### src/rtl/wpe_pkg.sv
// Package for the WS2812 pulse encoder: widths, register indexes and the
// transaction, queue entry and configuration struct types.
// Depends on nothing; every other file of the block imports it.
package wpe_pkg;

   // Width of every duration field and duration register.
   localparam int DURATION_BITS = 15;

   // Configuration port geometry.
   localparam int CSR_INDEX_BITS = 3;
   localparam int CSR_DATA_BITS  = DURATION_BITS;

   // Brightness value that leaves the colour byte unscaled.
   localparam logic [7:0] BRIGHTNESS_FULL = 8'hff;

   // Pulse items per colour byte, and the bit counter that walks them.
   localparam int BITS_PER_BYTE = 8;
   localparam int BIT_CNT_BITS  = 4;
   localparam logic [BIT_CNT_BITS-1:0] CNT_LAST_BIT = BIT_CNT_BITS'(BITS_PER_BYTE - 1);
   localparam logic [BIT_CNT_BITS-1:0] CNT_LATCH    = BIT_CNT_BITS'(BITS_PER_BYTE);

   // Register indexes on the configuration port.
   localparam logic [CSR_INDEX_BITS-1:0] REG_ZERO_HIGH  = 3'd0;
   localparam logic [CSR_INDEX_BITS-1:0] REG_ZERO_LOW   = 3'd1;
   localparam logic [CSR_INDEX_BITS-1:0] REG_ONE_HIGH   = 3'd2;
   localparam logic [CSR_INDEX_BITS-1:0] REG_ONE_LOW    = 3'd3;
   localparam logic [CSR_INDEX_BITS-1:0] REG_LATCH      = 3'd4;
   localparam logic [CSR_INDEX_BITS-1:0] REG_BRIGHTNESS = 3'd5;

   typedef struct packed {
      logic [7:0] color_byte;
      logic       frame_end;
   } wpe_req_type;

   typedef struct packed {
      logic [DURATION_BITS-1:0] first_ticks;
      logic                     first_level;
      logic [DURATION_BITS-1:0] second_ticks;
      logic                     second_level;
      logic                     last_of_run;
   } wpe_rsp_type;

   // A scaled byte on its way from the front end to the serializer.
   typedef struct packed {
      logic [7:0] scaled_byte;
      logic       frame_end;
   } wpe_qent_type;

   typedef struct packed {
      logic full;
      logic empty;
   } wpe_qstat_type;

   typedef struct packed {
      logic [DURATION_BITS-1:0] zero_high_ticks;
      logic [DURATION_BITS-1:0] zero_low_ticks;
      logic [DURATION_BITS-1:0] one_high_ticks;
      logic [DURATION_BITS-1:0] one_low_ticks;
      logic [DURATION_BITS-1:0] latch_ticks;
      logic [7:0]               brightness;
   } wpe_cfg_type;

endpackage

### src/rtl/wpe_front.sv
// Front end of the WS2812 pulse encoder: accepts colour bytes, applies the
// brightness scale and holds the result until the queue takes it.
// Depends on wpe_pkg.
module wpe_front (
   input  logic                 clock,
   input  logic                 reset,
   input  logic                 req_push,
   output logic                 req_full,
   input  wpe_pkg::wpe_req_type req_data,
   input  logic [7:0]           brightness,
   output logic                 q_push,
   output wpe_pkg::wpe_qent_type q_data,
   input  logic                 q_full
);
   import wpe_pkg::*;

   logic         valid_ff, valid_in;
   wpe_qent_type ent_ff, ent_in;
   logic         accept;
   logic [15:0]  product;

   assign q_push   = valid_ff && !q_full;
   assign req_full = valid_ff && q_full;
   assign accept   = req_push && !req_full;
   assign q_data   = ent_ff;

   assign product = 16'(req_data.color_byte) * 16'(brightness);

   always_comb begin
      ent_in.frame_end = req_data.frame_end;
      if (brightness == BRIGHTNESS_FULL) begin
         ent_in.scaled_byte = req_data.color_byte;
      end else begin
         ent_in.scaled_byte = product[15:8];
      end
      valid_in = accept || (valid_ff && !q_push);
   end

   always_ff @(posedge clock) begin
      if (reset) begin
         valid_ff <= 1'b0;
      end else begin
         valid_ff <= valid_in;
      end
   end

   always_ff @(posedge clock) begin
      if (accept) begin
         ent_ff <= ent_in;
      end
   end

endmodule

### src/rtl/wpe_queue.sv
// Two-entry queue between the front end and the serializer of the WS2812
// pulse encoder. Depends on wpe_pkg.
module wpe_queue (
   input  logic                  clock,
   input  logic                  reset,
   input  logic                  push,
   input  wpe_pkg::wpe_qent_type push_data,
   input  logic                  pop,
   output wpe_pkg::wpe_qent_type pop_data,
   output wpe_pkg::wpe_qstat_type stat
);
   import wpe_pkg::*;

   wpe_qent_type mem [2];
   logic         wr_ptr_ff, wr_ptr_in;
   logic         rd_ptr_ff, rd_ptr_in;
   logic [1:0]   count_ff, count_in;
   logic         do_push, do_pop;

   assign stat.full  = count_ff == 2'd2;
   assign stat.empty = count_ff == 2'd0;
   assign do_push    = push && !stat.full;
   assign do_pop     = pop && !stat.empty;
   assign pop_data   = mem[rd_ptr_ff];

   always_comb begin
      wr_ptr_in = do_push ? !wr_ptr_ff : wr_ptr_ff;
      rd_ptr_in = do_pop ? !rd_ptr_ff : rd_ptr_ff;
      count_in  = count_ff + 2'(do_push) - 2'(do_pop);
   end

   always_ff @(posedge clock) begin
      if (reset) begin
         wr_ptr_ff <= 1'b0;
         rd_ptr_ff <= 1'b0;
         count_ff  <= 2'd0;
      end else begin
         wr_ptr_ff <= wr_ptr_in;
         rd_ptr_ff <= rd_ptr_in;
         count_ff  <= count_in;
      end
   end

   always_ff @(posedge clock) begin
      if (do_push) begin
         mem[wr_ptr_ff] <= push_data;
      end
   end

endmodule

### src/rtl/wpe_back.sv
// Serializer of the WS2812 pulse encoder: turns each queued byte into eight pulse
// items and an optional latch item into an output register, one per cycle unless
// the receiver stalls. Depends on wpe_pkg.
module wpe_back (
   input  logic                   clock,
   input  logic                   reset,
   input  wpe_pkg::wpe_cfg_type   cfg,
   input  wpe_pkg::wpe_qent_type  q_data,
   input  logic                   q_empty,
   output logic                   q_pop,
   output logic                   rsp_empty,
   input  logic                   rsp_pop,
   output wpe_pkg::wpe_rsp_type   rsp_data
);
   import wpe_pkg::*;

   logic                    busy_ff, busy_in;
   logic [7:0]              shift_ff, shift_in;
   logic                    fend_ff, fend_in;
   logic [BIT_CNT_BITS-1:0] cnt_ff, cnt_in;
   logic                    out_valid_ff, out_valid_in;
   wpe_rsp_type             out_ff, item;
   logic                    out_adv, emit, done, is_latch;

   assign out_adv  = !out_valid_ff || rsp_pop;
   assign emit     = busy_ff && out_adv;
   assign is_latch = cnt_ff == CNT_LATCH;
   assign done     = emit && (is_latch || (cnt_ff == CNT_LAST_BIT && !fend_ff));
   assign q_pop    = !q_empty && (!busy_ff || done);

   assign rsp_empty = !out_valid_ff;
   assign rsp_data  = out_ff;

   // Item for the current position in the byte.
   always_comb begin
      item.second_level = 1'b0;
      if (is_latch) begin
         item.first_ticks  = cfg.latch_ticks;
         item.first_level  = 1'b0;
         item.second_ticks = '0;
         item.last_of_run  = 1'b1;
      end else begin
         item.first_level = 1'b1;
         item.last_of_run = (cnt_ff == CNT_LAST_BIT) && !fend_ff;
         if (shift_ff[7]) begin
            item.first_ticks  = cfg.one_high_ticks;
            item.second_ticks = cfg.one_low_ticks;
         end else begin
            item.first_ticks  = cfg.zero_high_ticks;
            item.second_ticks = cfg.zero_low_ticks;
         end
      end
   end

   always_comb begin
      busy_in  = busy_ff;
      shift_in = shift_ff;
      fend_in  = fend_ff;
      cnt_in   = cnt_ff;
      priority if (q_pop) begin
         busy_in  = 1'b1;
         shift_in = q_data.scaled_byte;
         fend_in  = q_data.frame_end;
         cnt_in   = '0;
      end else if (done) begin
         busy_in = 1'b0;
      end else if (emit) begin
         shift_in = {shift_ff[6:0], 1'b0};
         cnt_in   = cnt_ff + BIT_CNT_BITS'(1);
      end
      out_valid_in = emit || (out_valid_ff && !rsp_pop);
   end

   always_ff @(posedge clock) begin
      if (reset) begin
         busy_ff      <= 1'b0;
         cnt_ff       <= '0;
         out_valid_ff <= 1'b0;
      end else begin
         busy_ff      <= busy_in;
         cnt_ff       <= cnt_in;
         out_valid_ff <= out_valid_in;
      end
   end

   always_ff @(posedge clock) begin
      shift_ff <= shift_in;
      fend_ff  <= fend_in;
      if (emit) begin
         out_ff <= item;
      end
   end

endmodule

### src/rtl/ws2812_pulse_encoder.sv
// Top level of the WS2812 pulse encoder: configuration registers and the
// front end, queue and serializer. Depends on wpe_pkg, wpe_front, wpe_queue
// and wpe_back.
//
// Usage: each input transaction (req_push while req_full is low) carries one
// colour byte and a frame_end flag. The byte is scaled by the brightness
// register, (byte * brightness) >> 8, unless brightness is 255. It then leaves
// as eight pulse transactions on the rsp_ side, most significant bit first,
// each a high phase and a low phase taken from the one or zero duration
// registers. A byte marked frame_end adds a ninth, latch transaction: low for
// latch_ticks, second duration zero. last_of_run marks each byte's final item.
// The rsp_ side is a queue head: data is valid while rsp_empty is low and is
// taken on rsp_pop.
// When the block is idle, the first pulse item of a byte passes the front end
// register, the queue and the serializer on its way to the output register.
// The serializer produces one pulse item per cycle while the receiver takes
// them, and loads the next byte as it emits the last item of the current one;
// a two-entry queue and the front end register hold the following bytes.
// Reset (synchronous, active high) empties the pipeline and returns the
// registers to their defaults. When the receiver stalls, the output register
// holds its item, the serializer waits, and req_full rises once the queue
// and the front end register are both occupied.
// Registers are written through csr_, by the user only while the block is idle
// (the block does not enforce this); an index beyond the register list is ignored.
module ws2812_pulse_encoder (
   input  logic                                clock,
   input  logic                                reset,
   input  logic                                req_push,
   output logic                                req_full,
   input  wpe_pkg::wpe_req_type                req_data,
   output logic                                rsp_empty,
   input  logic                                rsp_pop,
   output wpe_pkg::wpe_rsp_type                rsp_data,
   input  logic                                csr_write_en,
   input  logic [wpe_pkg::CSR_INDEX_BITS-1:0]  csr_index,
   input  logic [wpe_pkg::CSR_DATA_BITS-1:0]   csr_wdata
);
   import wpe_pkg::*;

   wpe_cfg_type   cfg_ff;
   logic          q_push, q_pop;
   wpe_qent_type  q_in, q_out;
   wpe_qstat_type q_stat;

   // Configuration registers. Durations keep the low DURATION_BITS bits of the
   // write data, brightness the low byte.
   always_ff @(posedge clock) begin
      if (reset) begin
         cfg_ff.zero_high_ticks <= DURATION_BITS'(16);
         cfg_ff.zero_low_ticks  <= DURATION_BITS'(34);
         cfg_ff.one_high_ticks  <= DURATION_BITS'(32);
         cfg_ff.one_low_ticks   <= DURATION_BITS'(18);
         cfg_ff.latch_ticks     <= DURATION_BITS'(1400);
         cfg_ff.brightness      <= BRIGHTNESS_FULL;
      end else if (csr_write_en) begin
         unique case (csr_index)
            REG_ZERO_HIGH:  cfg_ff.zero_high_ticks <= csr_wdata[DURATION_BITS-1:0];
            REG_ZERO_LOW:   cfg_ff.zero_low_ticks  <= csr_wdata[DURATION_BITS-1:0];
            REG_ONE_HIGH:   cfg_ff.one_high_ticks  <= csr_wdata[DURATION_BITS-1:0];
            REG_ONE_LOW:    cfg_ff.one_low_ticks   <= csr_wdata[DURATION_BITS-1:0];
            REG_LATCH:      cfg_ff.latch_ticks     <= csr_wdata[DURATION_BITS-1:0];
            REG_BRIGHTNESS: cfg_ff.brightness      <= csr_wdata[7:0];
            default: begin
            end
         endcase
      end
   end

   // Front end: accepts and scales bytes.
   wpe_front u_front (
      .clock      (clock),
      .reset      (reset),
      .req_push   (req_push),
      .req_full   (req_full),
      .req_data   (req_data),
      .brightness (cfg_ff.brightness),
      .q_push     (q_push),
      .q_data     (q_in),
      .q_full     (q_stat.full)
   );

   // Queue that decouples the front end from the serializer.
   wpe_queue u_queue (
      .clock     (clock),
      .reset     (reset),
      .push      (q_push),
      .push_data (q_in),
      .pop       (q_pop),
      .pop_data  (q_out),
      .stat      (q_stat)
   );

   // Serializer: one pulse item per cycle, unless the receiver stalls, into the output register.
   wpe_back u_back (
      .clock     (clock),
      .reset     (reset),
      .cfg       (cfg_ff),
      .q_data    (q_out),
      .q_empty   (q_stat.empty),
      .q_pop     (q_pop),
      .rsp_empty (rsp_empty),
      .rsp_pop   (rsp_pop),
      .rsp_data  (rsp_data)
   );

   // The queue can never report full and empty at once.
   a_queue_status: assert property (@(posedge clock) disable iff (reset)
      !(q_stat.full && q_stat.empty))
      else $error("queue reports full and empty together");

   // A byte pushed into the queue leaves it non-empty in the next cycle.
   a_push_lands: assert property (@(posedge clock) disable iff (reset)
      q_push |=> !q_stat.empty)
      else $error("queue empty right after a push");

   // A latch item always closes its run and has a zero second phase.
   a_latch_item: assert property (@(posedge clock) disable iff (reset)
      (!rsp_empty && !rsp_data.first_level) |->
         (rsp_data.last_of_run && rsp_data.second_ticks == '0))
      else $error("malformed latch item");

endmodule

### config.mk
export PLATFORM = sky130hd
export DESIGN_NAME = ws2812_pulse_encoder
export DESIGN_NICKNAME = d
export VERILOG_FILES = /design/src/rtl/wpe_pkg.sv /design/src/rtl/wpe_front.sv /design/src/rtl/wpe_queue.sv /design/src/rtl/wpe_back.sv /design/src/rtl/ws2812_pulse_encoder.sv
export SDC_FILE = /design/constraint.sdc
export NUM_CORES = 1
export LEC_CHECK = 0
export BUFFER_PORTS_ARGS = -buffer_cell sky130_fd_sc_hd__buf_4
export CELL_PAD_IN_SITES_DETAIL_PLACEMENT = 0
export CELL_PAD_IN_SITES_GLOBAL_PLACEMENT = 1
export CORE_ASPECT_RATIO = 0.7
export CORE_UTILIZATION = 25
export CTS_CLUSTER_DIAMETER = 30
export CTS_CLUSTER_SIZE = 25
export DETAILED_ROUTE_END_ITERATION = 16
export PLACE_DENSITY = 0.46
export SLEW_MARGIN = 20
export SYNTH_ARGS = -nofsm -noshare
export SYNTH_HDL_FRONTEND = slang
export SYNTH_SLANG_ARGS = --single-unit
### constraint.sdc
create_clock -name clock -period 10.9 [get_ports clock]
set_clock_uncertainty 0.1 [all_clocks]
set_input_delay 1.635 -clock clock [delete_from_list [all_inputs] [get_ports clock]]
set_output_delay 1.635 -clock clock [all_outputs]
set_load 0.1 [all_outputs]
==> metrics.yaml, run 1 <==
io_buffers: 65
die_h_um: 155
endpoint_kind: "flop"
dp_slack_ps: 5030
dr.pass1.iters: 4
diodes: 0
hold_path.class: "flop to flop"
insertion_delay_ps: 430
htreeDepth: 4
cts_tree: "built"
ys.flop_type: "dfxtp_1"
synth_cell_type_count: 49
critical_path_class: "input pin to flop"
clkTransAtPathRegs_ps: 70
synth_area_leaders: "edfxtp_1 24%, dfxtp_1 23%, nand2_1 9.3%, fa_1 8.3%, ha_1 5.5%"
relSlewSlack_pct: 30.5
yosys.area_share.simple_pct: 20.6
grt_pass1_vias: 5965
cts_root_buffer: "clkbuf_16"
worstMarginPinSlew_ps: 1040
worstPathMaxFanout: 8
row_count: 55
synth_cells: 868
finalCriticalPeriod_ps: 5420
syn_area_mm2: 0.00841
setup_viol: 0
setup_tns_ps: 0
ctsHoldBuffers: 0
yosysWarnings: 0
post-route-drc-count: 0
fin_crit_sh_pct: 49.7
start_util_pct: 25.7
hpwl_um: 14700
synth_edf_count: 68
ys_seq_area_share_pct: 46.9
synthToLayoutAreaGrowth_pct: 17.4
fin_nets: 1015
fin_ws_ps: 5480
ant_nets: 0
drt_iter0_drc: 276
clockBufferDepth: 2
die-area_mm2: 0.0344
cts_buffers: 17
worst_setup_path_start_kind: "input pin"
cp.required_ps: 10980
antenna_found_initial: 0
outcome: "complete, no violations"
design.core.area_mm2: 0.0327
async_flop_share_pct: 0
instances_no_fill: 1351
synth_top_family_by_area: "simple AND/OR/NAND/NOR gates"
synth_seq_cells: 163
synth_top_cell_by_area: "edfxtp_1"
yosys.area_share.adder_pct: 13.8
grt_max_degree: 93
synthMuxAreaShare_pct: 4.89
die_x_um: 221
place_inst: 1319
finalPower_w: 0.00248
synth.top_cell.area_share_pct: 24.3
hold_viol: 0
peakVddDrop_v: 0.000102
hold_ws_ps: 348
synth_xor_area_share_pct: 1.25
overflow: 0
grt_pass1_wl_um: 34900
crit_arrival_ps: 5490
route.vias.total: 5787
via_per_inst: 4.28
num_io_pins: 67
maxCapViolCount: 0
post_cts_buffers: 0
synth_nets: 972
fmax_ghz: 0.185
grt_usage_pct: 13.3
drive_gt1_share_pct: 12.3
cts.repair.resized: 0
p_leak_nw: 3.97
syn-mean-instance-area_um2: 9.69
cts.sinks: 163
place_congestion: 0.779
routedWlPerCell_um: 16.1
rsz0062_at_grt: "no"
p_per_area_mw_per_mm2: 251
wl_um: 21700
synth_compound_area_share_pct: 7.99
drv_slew: 0
-- per-layer routing --
layer	vias up	share of wire, %	wire length (µm)	global-route usage (%)
met5	-	0	0	0
met4	0	1.0	221	3.80
met3	15	2.4	530	2.34
met2	56	41	8840	19.1
met1	2752	56	12100	20.0
li1	2964	-	-	-
-- Yosys cell counts, drive strengths merged, types with 2 or more instances --
| library cell | number |
|---|---|
| nor3b | 5 |
| dfxtp | 95 |
| nand3 | 5 |
| xor2 | 7 |
| o31ai | 2 |
| edfxtp | 68 |
| mux2i | 40 |
| fa | 35 |
| clkbuf | 24 |
| xnor2 | 5 |
| nor2b | 6 |
| and3 | 5 |
| inv | 48 |
| a21oi | 83 |
| ha | 37 |
| nand4 | 6 |
| and2 | 53 |
| a21o | 4 |
| nor2 | 46 |
| buf | 19 |
| o21ai | 23 |
| or2 | 4 |
| nor3 | 2 |
| nand3b | 20 |
| nand2 | 208 |
-- flip-flops by register name, summed over array words and instances (netlist names), named ones only --
register / cells
cfg_ff: 83
u_back.busy_ff: 1
u_back.cnt_ff: 4
u_back.fend_ff: 1
u_back.out_valid_ff: 1
u_back.rsp_data: 32
u_back.shift_ff: 8
u_front.q_data: 9
u_front.valid_ff: 1
u_queue.count_ff: 2
u_queue.mem: 18
u_queue.rd_ptr_ff: 1
u_queue.wr_ptr_ff: 1
-- layout by cell type, fill, tap and decap left out, types with 2 or more instances in the layout --
cell type | netlist | routed
nand2_1 | 208 | 208
fa_1 | 35 | 35
buf_4 | 2 | 67
ha_1 | 37 | 37
nor3_1 | 2 | 2
nand3b_1 | 20 | 20
inv_6 | 0 | 4
nor2_1 | 45 | 45
o21ai_0 | 22 | 22
o31ai_1 | 2 | 2
and2_1 | 53 | 52
a21oi_1 | 82 | 82
a21o_1 | 4 | 4
nand4_1 | 6 | 6
or2_2 | 3 | 3
edfxtp_1 | 68 | 68
xnor2_1 | 5 | 5
and3_1 | 5 | 5
nor3b_1 | 5 | 5
clkinv_4 | 0 | 3
nand3_1 | 5 | 5
clkinvlp_4 | 0 | 2
clkbuf_16 | 0 | 17
xor2_1 | 7 | 7
inv_1 | 48 | 48
bufinv_16 | 0 | 4
mux2i_1 | 40 | 40
nor2b_1 | 6 | 6
dfxtp_1 | 95 | 95
-- final timing paths --
kind | start | endpoint | slack (ps) | cells after the start
setup reg to reg | cfg_ff[7]$_SDFFE_PP1P_ | u_front.q_data[7]$_DFFE_PP_ | 6160 | 12
hold / removal | u_front.q_data[8]$_DFFE_PP_ | u_queue.mem[1][8]$_DFFE_PP_ | 350 | 0
setup / recovery | req_data[1] | u_front.q_data[7]$_DFFE_PP_ | 5480 | 13
hold reg to reg | u_front.q_data[8]$_DFFE_PP_ | u_queue.mem[1][8]$_DFFE_PP_ | 350 | 0
-- cells by family after synthesis --
| logic type | count (synthesis) |
|---|---|
| compound gates | 120 |
| other cells | 1 |
| xor+xnor | 12 |
| fa+ha+maj | 72 |
| flops | 163 |
| simple gates | 368 |
| mux | 41 |
| buf+inv | 91 |
-- final cells by class --
cell class | count | area (µm²)
clock buffer | 18 | 429
clock inverter | 14 | 201
fill | 3435 | 22800
inverter | 48 | 180
multi-input combinational | 614 | 4090
sequential | 163 | 3940
tap | 427 | 534
timing repair buffer | 67 | 503
-- critical path: stages --
cell       delay (ps)
buf_4             140
nand2_1            90
fa_1              530
fa_1              570
inv_1              60
fa_1              510
fa_1              500
ha_1              320
a21oi_1           190
o211ai_2          160
a41o_2            340
a2111oi_2         350
nor3_1            100
-- through the flow --
step | area [µm²] | utilization [%]
2_1_floorplan | 8410 | -
3_3_place_gp | 9250 | 28.3
3_5_place_dp | 9250 | 28.3
4_1_cts | 9880 | 30.2
5_1_grt | 9880 | 30.2
6_report | 9880 | 30.2
-- where the power goes --
| part | internal [W] | leakage, nW | switching, W |
|---|---|---|---|
| Combinational | 0.000359 | 2.25 | 0.000659 |
| Clock | 0.000387 | 0.302 | 0.000264 |
| Sequential | 0.000764 | 1.41 | 0.0000464 |
(Power assumes the default switching activity.)
==> run 2, diff against run 1 <==
--- a/config.mk
+++ b/config.mk
@@ -13,7 +13,7 @@
 export CTS_CLUSTER_DIAMETER = 30
 export CTS_CLUSTER_SIZE = 25
 export DETAILED_ROUTE_END_ITERATION = 16
-export PLACE_DENSITY = 0.46
+export PLACE_DENSITY = 0.48
 export SLEW_MARGIN = 20
 export SYNTH_ARGS = -nofsm -noshare
 export SYNTH_HDL_FRONTEND = slang
==> constraint.sdc (replaced) <==
create_clock -name clock -period 4.7 [get_ports clock]
set_clock_uncertainty 0.1 [all_clocks]
set_input_delay 0.705 -clock clock [delete_from_list [all_inputs] [get_ports clock]]
set_output_delay 0.705 -clock clock [all_outputs]
set_load 0.1 [all_outputs]
==> metrics.yaml, run 2 (synthesized netlist as in run 1, its figures left out) <==
cts_buffers: 17  # unchanged
largest-register: "cfg_ff"
die-area_mm2: 0.0344  # unchanged
largest_register_ffs: 83  # unchanged
finalCriticalPeriod_ps: 4490
cts_root_buffer: "clkbuf_16"
worst_setup_path_start_kind: "flop"
place_congestion: 0.736  # -5.6%
synthToLayoutAreaGrowth_pct: 19.8
hold_viol: 0  # unchanged
layout_commonest_cell: "nand2_1"
diodes: 0  # unchanged
insertion_delay_ps: 420  # about the same
hpwl_um: 15000  # +2.1%
dp_slack_ps: -83.8  # -5110 ps
htreeDepth: 4  # unchanged
antenna_found_initial: 0  # unchanged
post_cts_buffers: 0  # unchanged
hold_ws_ps: 348  # -0.943 ps
cts_tree: "built"
outcome: "complete, no violations"
peakVddDrop_v: 0.000240  # +130%
hold_path.class: "flop to flop"
grt_max_degree: 93  # unchanged
routedWlPerCell_um: 15.5  # -3.3%
cp.required_ps: 4770  # -6210 ps
cts.sinks: 163  # unchanged
critical_path_class: "flop to flop"
drv_slew: 0  # unchanged
fin_crit_sh_pct: 95.5
drt_iter0_drc: 284  # +2.9%
fillers: 3441  # +0.17%
p_leak_nw: 4.09  # +3.0%
design.core.area_mm2: 0.0327  # unchanged
grt_pass1_vias: 5977  # +0.20%
clockBufferDepth: 2  # unchanged
grt_usage_pct: 13.1  # -0.14 points
instances_no_fill: 1381  # +2.2%
worstMarginPinSlew_ps: 1080  # +35.2 ps
p_per_area_mw_per_mm2: 582  # +130%
final_cell_mix: "208 x nand2_1, 97 x buf_4, 94 x dfxtp_1"
overflow: 0  # unchanged
maxCapViolCount: 0  # unchanged
num_io_pins: 67  # unchanged
setup_viol: 0  # unchanged
worstPathMaxFanout: 6  # -2
start_util_pct: 25.7  # unchanged
regArea_mm2: 0.00395  # about the same
multi_input_area_mm2: 0.00409  # +0.15%
rsz0062_at_grt: "no"
drive_gt1_share_pct: 14.9  # +2.5 points
ant_nets: 0  # unchanged
wl_um: 21400  # -1.1%
fin_nets: 1045  # +3.0%
die_x_um: 221  # unchanged
clkTransAtPathRegs_ps: 70  # about the same
endpoint_kind: "flop"
crit_arrival_ps: 4560  # -930 ps
post-route-drc-count: 0  # unchanged
fin_ws_ps: 212  # -5270 ps
fmax_ghz: 0.223
route.vias.total: 5955  # +2.9%
die_h_um: 155  # unchanged
io_buffers: 65  # unchanged
row_count: 55  # unchanged
relSlewSlack_pct: 28.1  # -2.3 points
grt_pass1_wl_um: 34500  # -1.2%
dr.pass1.iters: 4  # unchanged
via_per_inst: 4.31  # +0.67%
place_inst: 1349  # +2.3%
## run 2: metrics by stage
step                      total power (W)  setup TNS, ps  area [µm²]  utilization (%)
final                             0.00586              0       10100             30.8
after global routing              0.00632              0       10100             30.8
after CTS                         0.00595              0       10100             30.8
after detailed placement          0.00450           -218        9470             29.0
after global placement            0.00451           -190        9470             29.0
after floorplan                   0.00373              0        8410                -
## run 2: worst max-delay path, cell delays in order (launching register included)
cell and delay [ps]:
dfxtp_1 490, buf_4 220, and2_1 160, fa_1 420
fa_1 510, fa_1 540, inv_1 50, fa_1 530
inv_1 40, ha_1 300, a21o_1 180, a41o_2 250
a2111oi_2 350, nor3_1 100
## run 2: cell type report
type | count | share of cell area [%]
multi-input combinational | 614 | 40.6
timing repair buffer | 97 | 7.23
clock buffer | 18 | 4.26
inverter | 48 | 1.79
tap | 427 | 5.30
sequential | 163 | 39.2
clock inverter | 14 | 1.63
## run 2: path summary, 6_finish.rpt
path / from / endpoint / slack [ps] / depth (start not counted)
worst max-delay path: cfg_ff[7]$_SDFFE_PP1P_ / u_front.q_data[7]$_DFFE_PP_ / 210 / 13
worst min-delay path: u_front.q_data[6]$_DFFE_PP_ / u_queue.mem[1][6]$_DFFE_PP_ / 350 / 0
worst max register to register: cfg_ff[7]$_SDFFE_PP1P_ / u_front.q_data[7]$_DFFE_PP_ / 210 / 13
worst min register to register: u_front.q_data[6]$_DFFE_PP_ / u_queue.mem[1][6]$_DFFE_PP_ / 350 / 0
## run 2: where the power goes
part           total (W)  switching, W  internal, W  leakage [nW]
Sequential       0.00192      0.000144      0.00177          1.41
Combinational    0.00253       0.00151      0.00101          2.40
Clock            0.00141      0.000581     0.000834         0.281
Total            0.00586       0.00224      0.00362          4.09
## run 2: timing repair
item | CTS | global route
hold buffers | 0 | 0
endpoints found under the hold margin | 0 | 0
setup endpoints to repair | 0 | 2
resized for setup | 0 | 2
## run 2: routing by layer
metal / routed length, µm / global-route usage [%]
met3: 680 / 2.15
met5: 0 / 0
met1: 11900 / 20.1
met4: 222 / 4.16
met2: 8650 / 18.4
==> run 3, diff against run 2 <==
--- a/config.mk
+++ b/config.mk
@@ -10,6 +10,7 @@
 export CELL_PAD_IN_SITES_GLOBAL_PLACEMENT = 1
 export CORE_ASPECT_RATIO = 0.7
 export CORE_UTILIZATION = 25
+export CTS_BUF_LIST = sky130_fd_sc_hd__clkbuf_4 sky130_fd_sc_hd__clkbuf_8
 export CTS_CLUSTER_DIAMETER = 30
 export CTS_CLUSTER_SIZE = 25
 export DETAILED_ROUTE_END_ITERATION = 16
==> metrics.yaml, run 3 (synthesized netlist as in run 1, its figures left out) <==
setup_tns_ps: 0  # unchanged
final_cell_mix: "208 x nand2_1, 97 x buf_4, 94 x dfxtp_1"
die_x_um: 221  # unchanged
dr.pass1.iters: 4  # unchanged
insertion_delay_ps: 450  # +30 ps
drive_gt1_share_pct: 15.0  # +0.10 points
hold_ws_ps: 321  # -27.0 ps
cts.sinks: 163  # unchanged
die-area_mm2: 0.0344  # unchanged
diodes: 0  # unchanged
route.vias.total: 5927  # -0.47%
pwr-share-seq_pct: 34.7  # +2.0 points
outcome: "complete, no violations"
antenna_found_initial: 0  # unchanged
worstMarginPinSlew_ps: 1080  # -2.98 ps
htreeDepth: 4  # unchanged
endpoint_kind: "flop"
largest-register: "cfg_ff"
combPwrFrac_pct: 45.9  # +2.7 points
relSlewSlack_pct: 28.3  # +0.20 points
largest_register_ffs: 83  # unchanged
fmax_ghz: 0.222  # -0.14%
clockBufferDepth: 2  # unchanged
start_util_pct: 25.7  # unchanged
post-route-drc-count: 0  # unchanged
grt_pass1_wl_um: 34300  # -0.44%
place_inst: 1349  # unchanged
instances_no_fill: 1381  # unchanged
dp_slack_ps: -83.8  # unchanged
crit_arrival_ps: 4610  # +50 ps
overflow: 0  # unchanged
hold_viol: 0  # unchanged
worst_setup_path_start_kind: "flop"
layout_commonest_cell: "nand2_1"
power.switching_w: 0.00220  # -1.8%
num_io_pins: 67  # unchanged
hpwl_um: 15000  # unchanged
synthToLayoutAreaGrowth_pct: 17.5
critical_path_class: "flop to flop"
fin_nets: 1045  # unchanged
cts_root_buffer: "clkbuf_8"
maxCapViolCount: 0  # unchanged
row_count: 55  # unchanged
worstPathMaxFanout: 6  # unchanged
drt_iter0_drc: 290  # +2.1%
ant_nets: 0  # unchanged
routedWlPerCell_um: 15.5  # about the same
cp.required_ps: 4810  # +40 ps
clkTransAtPathRegs_ps: 90  # +20 ps
internal_power_w: 0.00331  # -8.5%
cts_buffers: 17  # unchanged
design.core.area_mm2: 0.0327  # unchanged
setup_viol: 0  # unchanged
place_congestion: 0.736  # unchanged
reg2reg_from: "cfg_ff[7]$_SDFFE_PP1P_"
cp-startpoint: "cfg_ff[7]$_SDFFE_PP1P_"
die_h_um: 155  # unchanged
p_leak_nw: 4.01  # -2.0%
critical_path.endpoint: "u_front.q_data[7]$_DFFE_PP_"
peakVddDrop_v: 0.000240  # about the same
p_clk_share_pct: 19.4  # -4.7 points
grt_pass1_vias: 5944  # -0.55%
fin_ws_ps: 205  # -6.10 ps
timing.rr.end: "u_front.q_data[7]$_DFFE_PP_"
io_buffers: 65  # unchanged
hold_path.class: "input pin to flop"
finalCriticalPeriod_ps: 4490  # +6.10 ps
wl_um: 21500  # about the same
grt_usage_pct: 13.1  # -0.050 points
grt_max_degree: 93  # unchanged
cts_tree: "built"
sw_frac_of_total_pct: 39.9  # +1.7 points
fin_crit_sh_pct: 95.6  # +0.13 points
drv_slew: 0  # unchanged
rrSetupSlack_ps: 210  # about the same
p_per_area_mw_per_mm2: 558  # -4.2%
ctsHoldBuffers: 0  # unchanged
rsz0062_at_grt: "no"
worst-r2r-cell-count: 13  # unchanged
via_per_inst: 4.29  # -0.47%
[run 3: critical path, cell delays in order (launching register included)]
cell,delay (ps)
dfxtp_1,490
buf_4,220
and2_1,160
fa_1,420
fa_1,510
fa_1,540
inv_1,50
fa_1,530
inv_1,40
ha_1,300
a21o_1,180
a41o_2,250
a2111oi_2,350
nor3_1,100
[run 3: layer usage]
metal | global-route usage (%) | vias to the layer above | wire length, µm
met5 | 0 | - | 0
met4 | 3.66 | 0 | 232
met3 | 2.44 | 14 | 512
met2 | 18.3 | 60 | 8480
met1 | 20.1 | 2827 | 12200
li1 | - | 3026 | -
[run 3: what timing repair did]
item,4_1_cts,5_1_grt
endpoints found under the setup margin,0,2
buffers inserted,0,0
resized for setup,0,2
[run 3: power groups by stage]
| stage | clock network [W] | logic [W] | registers [W] |
|---|---|---|---|
| 2_1_floorplan | 0 | 0.00144 | 0.00229 |
| 3_3_place_gp | 0 | 0.00256 | 0.00195 |
| 3_5_place_dp | 0 | 0.00255 | 0.00195 |
| 4_1_cts | 0.00111 | 0.00256 | 0.00192 |
| 5_1_grt | 0.00117 | 0.00286 | 0.00194 |
| 6_report | 0.00107 | 0.00253 | 0.00191 |
[run 3: layout make-up]
cell class	count	area [µm²]
multi-input cells	614	4090
clock buffers	18	241
inverters	48	180
well taps	427	534
flip-flops and latches	163	3950
clock inverters	14	164
repair buffers	97	728
fillers	3451	22800
[run 3: metrics by stage]
step / utilization [%] / total power [W] / instance area [µm²]
3_3_place_gp: 29.0 / 0.00451 / 9470
2_1_floorplan: - / 0.00373 / 8410
3_5_place_dp: 29.0 / 0.00450 / 9470
6_report: 30.2 / 0.00551 / 9890
4_1_cts: 30.2 / 0.00559 / 9880
5_1_grt: 30.2 / 0.00597 / 9890
[run 3: how the worst min path moves through the flow]
stage	depth (start not counted)	from	end	slack (ps)
after floorplan	0	u_front.q_data[0]$_DFFE_PP_	u_queue.mem[0][0]$_DFFE_PP_	320
after global placement	0	u_front.q_data[7]$_DFFE_PP_	u_queue.mem[0][7]$_DFFE_PP_	330
after detailed placement	0	u_front.q_data[6]$_DFFE_PP_	u_queue.mem[1][6]$_DFFE_PP_	330
after CTS	1	req_data[0]	u_front.q_data[0]$_DFFE_PP_	280
after global routing	1	req_data[0]	u_front.q_data[0]$_DFFE_PP_	270
final	1	req_data[0]	u_front.q_data[0]$_DFFE_PP_	320
